### src/rtl/core/sshd_pkg.sv
// ----------------------------------------------------------------------------
// sshd_pkg
// Shared widths, result codes and constants of the SSH packet deframer.
// ----------------------------------------------------------------------------
package sshd_pkg;

  localparam int BYTE_W  = 8;
  localparam int KIND_W  = 2;
  localparam int LEN_W   = 18;
  localparam int COUNT_W = 32;

  // result kinds
  localparam logic [KIND_W-1:0] KIND_TYPE    = 2'd0;
  localparam logic [KIND_W-1:0] KIND_PAYLOAD = 2'd1;
  localparam logic [KIND_W-1:0] KIND_BAD_LEN = 2'd2;
  localparam logic [KIND_W-1:0] KIND_BAD_PAD = 2'd3;

  localparam logic [LEN_W-1:0]   MAX_LEN_RESET   = 18'd35000;
  localparam logic [COUNT_W-1:0] MIN_PACKET_LEN  = 32'd5;
  localparam logic [LEN_W-1:0]   HEADER_OVERHEAD = 18'd2;
  localparam logic [1:0]         LEN_BYTE_LAST   = 2'd3;

  typedef struct packed {
    logic [KIND_W-1:0]  kind;
    logic [BYTE_W-1:0]  data;
    logic               last;
    logic [COUNT_W-1:0] packet_number;
  } res_t;

endpackage

### src/rtl/core/sshd_byte_if.sv
// ----------------------------------------------------------------------------
// sshd_byte_if
// Valid/ready channel carrying one received link byte per beat.
// ----------------------------------------------------------------------------
interface sshd_byte_if
  import sshd_pkg::*;
();
  logic              valid;
  logic              ready;
  logic [BYTE_W-1:0] in_byte;

  modport source (output valid, output in_byte, input ready);
  modport sink   (input valid, input in_byte, output ready);
endinterface

### src/rtl/core/sshd_res_if.sv
// ----------------------------------------------------------------------------
// sshd_res_if
// Valid/ready channel carrying one deframer result per beat.
// ----------------------------------------------------------------------------
interface sshd_res_if
  import sshd_pkg::*;
();
  logic               valid;
  logic               ready;
  logic [KIND_W-1:0]  kind;
  logic [BYTE_W-1:0]  data;
  logic               last;
  logic [COUNT_W-1:0] packet_number;

  modport source (output valid, output kind, output data, output last,
                  output packet_number, input ready);
  modport sink   (input valid, input kind, input data, input last,
                  input packet_number, output ready);
endinterface

### src/rtl/core/ssh_packet_deframer.sv
// ----------------------------------------------------------------------------
// ssh_packet_deframer
// Splits a received byte stream into unencrypted SSH binary packets.
// ----------------------------------------------------------------------------
// Takes one link byte per beat on in_ch and gives at most one result per
// byte on out_ch: the message type byte (kind 0) and each payload byte
// (kind 1), the final one of a packet marked with last, a bad length (kind 2,
// raised at the fourth length byte when the length is below 5 or above
// cfg max_packet_len) or a bad padding length (kind 3, raised at the padding
// byte when padding plus 2 exceeds the length). Padding is swallowed. After
// either error every further byte is taken and ignored until reset.
// packet_number counts packets completed before the current one, wrapping at
// 2^32. A byte is taken every clock while in_ch is not stalled: the state
// update is one short step, and results are registered. A two-deep output
// stage (result register plus skid register) keeps in_ch.ready a plain
// register, so in_ch stalls only once two results are waiting on out_ch.
// max_packet_len is read at the fourth length byte of each packet.
// ----------------------------------------------------------------------------
module ssh_packet_deframer
  import sshd_pkg::*;
(
  input  logic             clk,
  input  logic             rst_n,
  input  logic             cfg_we,
  input  logic [LEN_W-1:0] cfg_wdata,
  sshd_byte_if.sink        in_ch,
  sshd_res_if.source       out_ch
);

  // framing phase, one-hot
  typedef enum logic [5:0] {
    PH_LEN     = 6'b000001,
    PH_PAD     = 6'b000010,
    PH_TYPE    = 6'b000100,
    PH_PAYLOAD = 6'b001000,
    PH_PADDING = 6'b010000,
    PH_DEAD    = 6'b100000
  } phase_t;

  phase_t             phase_r, phase_nxt;
  logic [LEN_W-1:0]   max_len_r;
  logic [COUNT_W-1:0] len_shift_r, len_shift_nxt;
  logic [1:0]         len_idx_r, len_idx_nxt;
  logic [LEN_W-1:0]   payload_left_r, payload_left_nxt;
  logic [BYTE_W-1:0]  padding_left_r, padding_left_nxt;
  logic [COUNT_W-1:0] pkt_count_r, pkt_count_nxt;

  // output stage: result register and skid register
  res_t out_r, skid_r;
  logic out_valid_r, skid_valid_r;

  logic               in_acc;
  logic               out_pop;
  logic               push;
  res_t               res;
  logic [COUNT_W-1:0] len_full;
  logic [LEN_W-1:0]   pad_need;
  logic [LEN_W-1:0]   payload_dec;
  logic [BYTE_W-1:0]  padding_dec;

  assign in_ch.ready = !skid_valid_r;
  assign in_acc      = in_ch.valid && !skid_valid_r;
  assign out_pop     = out_valid_r && out_ch.ready;

  assign len_full    = {len_shift_r[COUNT_W-BYTE_W-1:0], in_ch.in_byte};
  assign pad_need    = {{(LEN_W-BYTE_W){1'b0}}, in_ch.in_byte} + HEADER_OVERHEAD;
  assign payload_dec = payload_left_r - {{(LEN_W-1){1'b0}}, 1'b1};
  assign padding_dec = padding_left_r - {{(BYTE_W-1){1'b0}}, 1'b1};

  // framing step for one accepted byte
  always_comb begin
    phase_nxt        = phase_r;
    len_shift_nxt    = len_shift_r;
    len_idx_nxt      = len_idx_r;
    payload_left_nxt = payload_left_r;
    padding_left_nxt = padding_left_r;
    pkt_count_nxt    = pkt_count_r;
    push             = 1'b0;
    res.kind          = KIND_TYPE;
    res.data          = '0;
    res.last          = 1'b0;
    res.packet_number = pkt_count_r;
    if (in_acc) begin
      case (phase_r)
        PH_LEN: begin
          len_shift_nxt = len_full;
          if (len_idx_r == LEN_BYTE_LAST) begin
            len_idx_nxt = '0;
            if (len_full < MIN_PACKET_LEN ||
                len_full > {{(COUNT_W-LEN_W){1'b0}}, max_len_r}) begin
              push      = 1'b1;
              res.kind  = KIND_BAD_LEN;
              phase_nxt = PH_DEAD;
            end else begin
              phase_nxt = PH_PAD;
            end
          end else begin
            len_idx_nxt = len_idx_r + 2'd1;
          end
        end
        PH_PAD: begin
          // length already bounded by max_packet_len, so 18 bits suffice
          if (pad_need > len_shift_r[LEN_W-1:0]) begin
            push      = 1'b1;
            res.kind  = KIND_BAD_PAD;
            phase_nxt = PH_DEAD;
          end else begin
            payload_left_nxt = len_shift_r[LEN_W-1:0] - pad_need;
            padding_left_nxt = in_ch.in_byte;
            phase_nxt        = PH_TYPE;
          end
        end
        PH_TYPE: begin
          push     = 1'b1;
          res.kind = KIND_TYPE;
          res.data = in_ch.in_byte;
          res.last = (payload_left_r == '0);
          if (payload_left_r == '0) begin
            if (padding_left_r == '0) begin
              pkt_count_nxt = pkt_count_r + 32'd1;
              len_shift_nxt = '0;
              len_idx_nxt   = '0;
              phase_nxt     = PH_LEN;
            end else begin
              phase_nxt = PH_PADDING;
            end
          end else begin
            phase_nxt = PH_PAYLOAD;
          end
        end
        PH_PAYLOAD: begin
          payload_left_nxt = payload_dec;
          push             = 1'b1;
          res.kind         = KIND_PAYLOAD;
          res.data         = in_ch.in_byte;
          res.last         = (payload_dec == '0);
          if (payload_dec == '0) begin
            if (padding_left_r == '0) begin
              pkt_count_nxt = pkt_count_r + 32'd1;
              len_shift_nxt = '0;
              len_idx_nxt   = '0;
              phase_nxt     = PH_LEN;
            end else begin
              phase_nxt = PH_PADDING;
            end
          end
        end
        PH_PADDING: begin
          padding_left_nxt = padding_dec;
          if (padding_dec == '0) begin
            pkt_count_nxt = pkt_count_r + 32'd1;
            len_shift_nxt = '0;
            len_idx_nxt   = '0;
            phase_nxt     = PH_LEN;
          end
        end
        PH_DEAD: begin
          // swallow everything until reset
          phase_nxt = PH_DEAD;
        end
        default: begin
          phase_nxt = phase_r;
        end
      endcase
    end
  end

  // framing state and configuration register
  always_ff @(posedge clk) begin
    if (!rst_n) begin
      phase_r        <= PH_LEN;
      len_shift_r    <= '0;
      len_idx_r      <= '0;
      payload_left_r <= '0;
      padding_left_r <= '0;
      pkt_count_r    <= '0;
      max_len_r      <= MAX_LEN_RESET;
    end else begin
      phase_r        <= phase_nxt;
      len_shift_r    <= len_shift_nxt;
      len_idx_r      <= len_idx_nxt;
      payload_left_r <= payload_left_nxt;
      padding_left_r <= padding_left_nxt;
      pkt_count_r    <= pkt_count_nxt;
      if (cfg_we) begin
        max_len_r <= cfg_wdata;
      end
    end
  end

  // output stage valid flags
  always_ff @(posedge clk) begin
    if (!rst_n) begin
      out_valid_r  <= 1'b0;
      skid_valid_r <= 1'b0;
    end else if (skid_valid_r) begin
      if (out_pop) begin
        skid_valid_r <= 1'b0;
      end
    end else if (push) begin
      if (out_valid_r && !out_pop) begin
        skid_valid_r <= 1'b1;
      end
      out_valid_r <= 1'b1;
    end else if (out_pop) begin
      out_valid_r <= 1'b0;
    end
  end

  // output stage payload, no reset needed
  always_ff @(posedge clk) begin
    if (skid_valid_r) begin
      if (out_pop) begin
        out_r <= skid_r;
      end
    end else if (push) begin
      if (out_valid_r && !out_pop) begin
        skid_r <= res;
      end else begin
        out_r <= res;
      end
    end
  end

  assign out_ch.valid         = out_valid_r;
  assign out_ch.kind          = out_r.kind;
  assign out_ch.data          = out_r.data;
  assign out_ch.last          = out_r.last;
  assign out_ch.packet_number = out_r.packet_number;

`ifndef SYNTH
  // a skid beat is only ever held behind a waiting result beat
  a_skid_behind_out: assert property (@(posedge clk) disable iff (!rst_n)
    skid_valid_r |-> out_valid_r)
    else $error("skid register holds a beat while the result register is empty");

  // an error result always leaves the block dead
  a_error_kills: assert property (@(posedge clk) disable iff (!rst_n)
    (push && (res.kind == KIND_BAD_LEN || res.kind == KIND_BAD_PAD))
      |=> (phase_r == PH_DEAD))
    else $error("error result without entering the dead phase");

  // nothing is produced once dead
  a_dead_silent: assert property (@(posedge clk) disable iff (!rst_n)
    (phase_r == PH_DEAD) |-> !push)
    else $error("result produced after an error");

  // payload phase always has bytes left to emit
  a_payload_left: assert property (@(posedge clk) disable iff (!rst_n)
    (phase_r == PH_PAYLOAD) |-> (payload_left_r != '0))
    else $error("payload phase with no payload left");

  // padding phase always has bytes left to drop
  a_padding_left: assert property (@(posedge clk) disable iff (!rst_n)
    (phase_r == PH_PADDING) |-> (padding_left_r != '0))
    else $error("padding phase with no padding left");
`endif

endmodule

### src/flat_wrapper.sv
// flat-port wrapper written by rule: the top's interface ports become plain ports
module ssh_packet_deframer_flat import sshd_pkg::*;
  (clk, rst_n, cfg_we, cfg_wdata, in_ch_valid, in_ch_in_byte, in_ch_ready, out_ch_valid, out_ch_kind, out_ch_data, out_ch_last, out_ch_packet_number, out_ch_ready);
  sshd_byte_if in_ch_i ();
  sshd_res_if out_ch_i ();
  input  logic clk;
  input  logic rst_n;
  input  logic cfg_we;
  input  logic [LEN_W-1:0] cfg_wdata;
  input wire logic [$bits(in_ch_i.valid)-1:0] in_ch_valid;
  input wire logic [$bits(in_ch_i.in_byte)-1:0] in_ch_in_byte;
  output wire logic [$bits(in_ch_i.ready)-1:0] in_ch_ready;
  output wire logic [$bits(out_ch_i.valid)-1:0] out_ch_valid;
  output wire logic [$bits(out_ch_i.kind)-1:0] out_ch_kind;
  output wire logic [$bits(out_ch_i.data)-1:0] out_ch_data;
  output wire logic [$bits(out_ch_i.last)-1:0] out_ch_last;
  output wire logic [$bits(out_ch_i.packet_number)-1:0] out_ch_packet_number;
  input wire logic [$bits(out_ch_i.ready)-1:0] out_ch_ready;
  assign in_ch_i.valid = in_ch_valid;
  assign in_ch_i.in_byte = in_ch_in_byte;
  assign in_ch_ready = in_ch_i.ready;
  assign out_ch_valid = out_ch_i.valid;
  assign out_ch_kind = out_ch_i.kind;
  assign out_ch_data = out_ch_i.data;
  assign out_ch_last = out_ch_i.last;
  assign out_ch_packet_number = out_ch_i.packet_number;
  assign out_ch_i.ready = out_ch_ready;
  ssh_packet_deframer u_core (.clk(clk), .rst_n(rst_n), .cfg_we(cfg_we), .cfg_wdata(cfg_wdata), .in_ch(in_ch_i), .out_ch(out_ch_i));
endmodule
### config.mk
export PLATFORM = sky130hd
export DESIGN_NAME = ssh_packet_deframer_flat
export DESIGN_NICKNAME = d
export VERILOG_FILES = /design/src/rtl/core/sshd_pkg.sv /design/src/rtl/core/sshd_byte_if.sv /design/src/rtl/core/sshd_res_if.sv /design/src/rtl/core/ssh_packet_deframer.sv /design/src/flat_wrapper.sv
export SDC_FILE = /design/constraint.sdc
export NUM_CORES = 1
export LEC_CHECK = 0
export BUFFER_PORTS_ARGS = -buffer_cell sky130_fd_sc_hd__buf_2
export CORE_ASPECT_RATIO = 0.9
export CORE_MARGIN = 4
export CORE_UTILIZATION = 55
export DETAILED_ROUTE_END_ITERATION = 7
export PLACE_DENSITY_LB_ADDON = 0.25
export SYNTH_ARGS = -nofsm -noshare
export SYNTH_HDL_FRONTEND = slang
export SYNTH_SLANG_ARGS = --single-unit
### constraint.sdc
create_clock -name clk -period 26.6 [get_ports clk]
set_clock_uncertainty 0.1 [all_clocks]
set_input_delay 1.33 -clock clk [delete_from_list [all_inputs] [get_ports clk]]
set_output_delay 1.33 -clock clk [all_outputs]
set_load 0.05 [all_outputs]
### Yosys cells after proc, flatten, opt, wreduce, memory -nomap -nowiden

Index checks and enable logic that the tools add are counted.

| word-level totals | value |
|---|---|
| register bits | 204 |
| bits in latches | 0 |
| memory bits (writable) | 0 |
| bits in read-only memories | 0 |
| bits of input ports | 31 |
| output and inout bits | 45 |
| word-level logic and storage cells | 116 |
| memories | 0 |

| operators by class | value |
|---|---|
| $add $sub $neg | 6 |
| multipliers | 0 |
| divide/modulo/power cells | 0 |
| $lt $le $gt $ge | 3 |
| eq/ne operators | 14 |
| shift operators | 0 |
| muxes and demuxes | 49 |
| bitwise operators | 1 |
| reductions and logical operators | 26 |

Operators with widths:

| cell | number |
|---|---|
| $mux 32 | 8 |
| $mux 43 | 4 |
| $pmux 32 s4 | 1 |
| $pmux 32 s3 | 1 |
| $logic_not 18->1 | 2 |
| $mux 6 | 6 |
| $pmux 18 s2 | 1 |
| $pmux 6 s6 | 1 |
| $add 32x1->32 const B | 1 |
| $gt 32x18->1 | 1 |
| $lt 32x3->1 const B | 1 |
| $gt 18x18->1 | 1 |
| $mux 18 | 1 |
| $pmux 9 s2 | 1 |
| $sub 18x1->18 const B | 1 |
| $sub 18x18->18 | 1 |
| $logic_not 8->1 | 2 |
| $mux 2 | 8 |
| $pmux 8 s2 | 1 |
| $reduce_and 5->1 | 3 |
| $reduce_and 3->1 | 4 |
| $mux 11 | 1 |
| $mux 1 | 10 |
| $ne 2x1->1 const B | 5 |
| other kinds (26) | 33 |

### Logic depth before layout (Yosys ltp)

| logic depth | value |
|---|---|
| depth after elaboration | 9 |
| mapped depth | 14 |
| mapped depth without buffers | 12 |

### Worst setup path before layout

Ideal clock, no wire load.

| path | value |
|---|---|
| path type | input-to-reg |
| start point | input in_ch_in_byte[3] |
| end point | register u_core.skid_r[0] (netlist name), enable pin |
| library setup time | 0.675 ns |
| data arrival time | 10.363 ns |
| required time | 25.825 ns |
| slack | 15.462 ns |
| stages on the path | 11 |
| path buffers | 2 |
| path through | clkbuf_1 -> nand3_1 -> nor2_1 -> xnor2_1 -> ha_1 -> clkbuf_1 -> or3_1 -> a2111oi_0 -> o2111ai_1 -> o21a_1 -> a2111oi_0 |

| between the ends | value |
|---|---|
| cells in the longest elaborated chain, start to end | 7 |
| elaborated cells on any way between the ends | 11 |
| classes of those cells | add/sub (1); order compare (3); mux (5); reduce/logical (2) |

RTL lines:

| item | RTL line | RTL |
|---|---|---|
| start: declaration | flat_wrapper.sv:11 | `input wire logic [$bits(in_ch_i.in_byte)-1:0] in_ch_in_byte;` |
| branches (longest 4 deep; another with $gt 18x18->1) | -- |  |
| $pmux 1 s3 (*) | ssh_packet_deframer.sv:84 | `case (phase_r)` |
| $mux 1 (*) | ssh_packet_deframer.sv:83 | `if (in_acc) begin` |
| $reduce_and 3->1 (no line) (*) | -- |  |
| end signal: assignment | ssh_packet_deframer.sv:218 | `skid_r <= res;` |
| end: declaration | ssh_packet_deframer.sv:49 | `res_t out_r, skid_r;` |

Mark *: on every way between the ends.
A chain may end at the register's enable or synchronous reset.

### Worst setup path after layout

| path | value |
|---|---|
| start point | input in_ch_in_byte[1] |
| end point | register u_core.skid_r[3] (netlist name), enable pin |

Same word-level chain as after synthesis.

==> flow_summary.toml <==
[sta]
setup_viol_count_final = 0
relSlewSlack_pct = 21.0
min_period_over_period_pct = 18.5
finalMaxSlewViolations = 0
finalCriticalPeriod_ns = 4.92
rsz0062_at_grt = "no"
hold_violations = 0
fmax_ghz = 0.203
tightest_slew_ns = 1.19
final.setup.tns_ns = 0

[finish]
nets = 1151
final_area_um2 = 11100
layout-drive-gt1-share_pct = 14.9
insertedDiodeCount = 0
syn_to_final_growth_pct = 11.4
nFillCells = 1473
seq_area_um2 = 4790
multi_input_area_um2 = 4790

[setup_path]
crit_required_ns = 26.60
arrival_ns = 4.91
r2r_slack_ns = 22.38
end_kind = "flip-flop"
cp_max_fo = 27
setup.worst_path.class = "input port to flip-flop"
start_kind = "input port"

[synthesis]
synth_area_leaders = "edfxtp_1, dfxtp_1, a21oi_1"
yosysTopAreaCell = "edfxtp_1"
synth-main-ff-cell = "dfxtp_1"
synthTopCellsByCount = "dfxtp_1, nand2_1, a21oi_1"
yosys_warnings = 0
async_flop_share_pct = 0
syn_area_um2 = 9970
synth-seq-cells = 196
ys_types = 73
synth-edff-count = 86
syn-num-nets = 1112
seq_area_frac_synth_pct = 48.0
yosysTopAreaCellShare_pct = 25.9
syn_area_per_cell_um2 = 9.53
synth_most_common_cell = "dfxtp_1"
synthCells = 1046

[floorplanning]
start_util_pct = 56.3
fp.dieH_um = 136
rows = 46
dieArea_um2 = 20400
core_area_um2 = 17700
io_pins = 76
die_w_um = 150

[global_routing]
grt_usage_pct = 23.2
grt_pass1_vias = 7285
grt_pass1_wl_um = 38000
antenna_found_initial = 1
grt_max_degree = 77
overflow = 0

[placement]
place_area_um2 = 10500
place.gp.congestion = 0.895
portBuffers = 75
place.detailed.hpwl_um = 15600

[clock_network]
cts.sinks = 196
clk-insertion-delay-late_ns = 0.44
tritoncts = "built"
clk_pin_slew_ns = 0.07
htree_levels = 4
cts.repair.resized = 0
clock-root-buffer = "clkbuf_16"
numCtsBuffers = 17
cts_hold_buf = 0
cts_setup_buffers = 0
cts_buffer_depth = 2

[routing]
vias = 8120
wl_per_cell_um = 17.6
drc = 0
wirelength_um = 23500
antenna_left = 0
detail_route.first_pass.iterations = 5
drt_iter0_drc = 678
routed_via_density = 6.07

[power]
peakVddDrop_uv = 45.4
leakage_nw = 4.19
p_per_area_nw_per_um2 = 57.7

[flow_run]
cap_violations = 0

[run_status]
outcome = "completed"

[min_path]
hp-class = "flip-flop to flip-flop"
-- power breakdown --
part	switching (mW)	leakage, nW	total, mW	internal (mW)
clock network	0.125	0.299	0.268	0.143
registers	0.00366	1.65	0.318	0.315
logic	0.0338	2.25	0.0540	0.0202
-- final timing paths --
check,startpoint,endpoint,depth (start not counted)
worst max-delay path,in_ch_in_byte[1],u_core.skid_r[3],11
worst min register to register,u_core.len_shift_r[18],u_core.len_shift_r[18],2
worst min-delay path,u_core.len_shift_r[18],u_core.len_shift_r[18],2
worst max register to register,u_core.len_shift_r[0],u_core.skid_r[3],11
-- through the flow --
stage | std cells | util (%) | worst slack, ns | hold WS (ns) | total power [mW]
2_1_floorplan | 1046 | - | 15.46 | 0.332 | 0.362
3_3_place_gp | 1306 | 59.2 | 21.36 | 0.338 | 0.378
3_5_place_dp | 1306 | 59.2 | 21.35 | 0.346 | 0.378
4_1_cts | 1338 | 62.6 | 21.78 | 0.355 | 0.643
5_1_grt | 1338 | 62.6 | 21.37 | 0.368 | 0.665
6_report | 1338 | 62.6 | 21.68 | 0.354 | 0.641
-- worst max-delay path, cell delays in order --
cell and delay (ns):
buf_2 0.20, ha_1 0.24, nand3_1 0.10, xor2_1 0.15, ha_1 0.23, or3_1 0.41
a2111oi_0 0.63, o2111ai_1 0.42, o21a_1 0.33, a2111oi_2 0.44, buf_4 0.41
-- state kept, by name, summed over array words and instances, names as in the netlist --
register and flops:
u_core.skid_r 43, u_core.out_ch.packet_number 32, u_core.pkt_count_r 32, u_core.len_shift_r 24
u_core.max_len_r 18, u_core.payload_left_r 18, u_core.out_ch.data 8, u_core.padding_left_r 8
u_core.phase_r 6, u_core.len_idx_r 2, u_core.out_ch.kind 2, u_core.out_ch.last 1
u_core.out_ch.valid 1, u_core.skid_valid_r 1
-- cells in the final DEF, fill, tap and decap left out, types with 23 or more instances in the layout --
cell	instances
dfxtp_1	109
nand2_1	107
edfxtp_1	86
nor2_1	63
nand3_1	54
ha_1	34
a21oi_1	87
or3_1	27
o21ai_0	55
inv_1	41
mux2_2	26
nor3_1	23
buf_2	75
-- cell families after synthesis --
family / after synthesis / share of synthesized area, %
XOR/XNOR: 21 / 1.84
AO/OA/AOI/OAI: 280 / 18.7
multiplexers: 42 / 4.54
AND/OR/NAND/NOR: 364 / 18.3
flip-flops: 196 / 48.0
buffers and inverters: 108 / 4.23
adder cells (fa/ha/maj): 35 / 4.47
-- layer usage --
layer	vias up	part of all wire (%)	global-route usage, %
met2	312	44	33.7
li1	3980	-	-
met5	-	0.055	0
met4	2	1.1	5.23
met1	3798	47	35.4
met3	28	7.9	5.19
-- layout make-up --
type,instances,area share [%]
Multi-Input combinational cell,742,43.1
Sequential cell,196,43.1
Timing Repair Buffer,86,4.12
Clock buffer,17,3.83
Tap cell,240,2.70
Clock inverter,15,1.72
Inverter,42,1.42
Power figures use the tool's default switching activity.
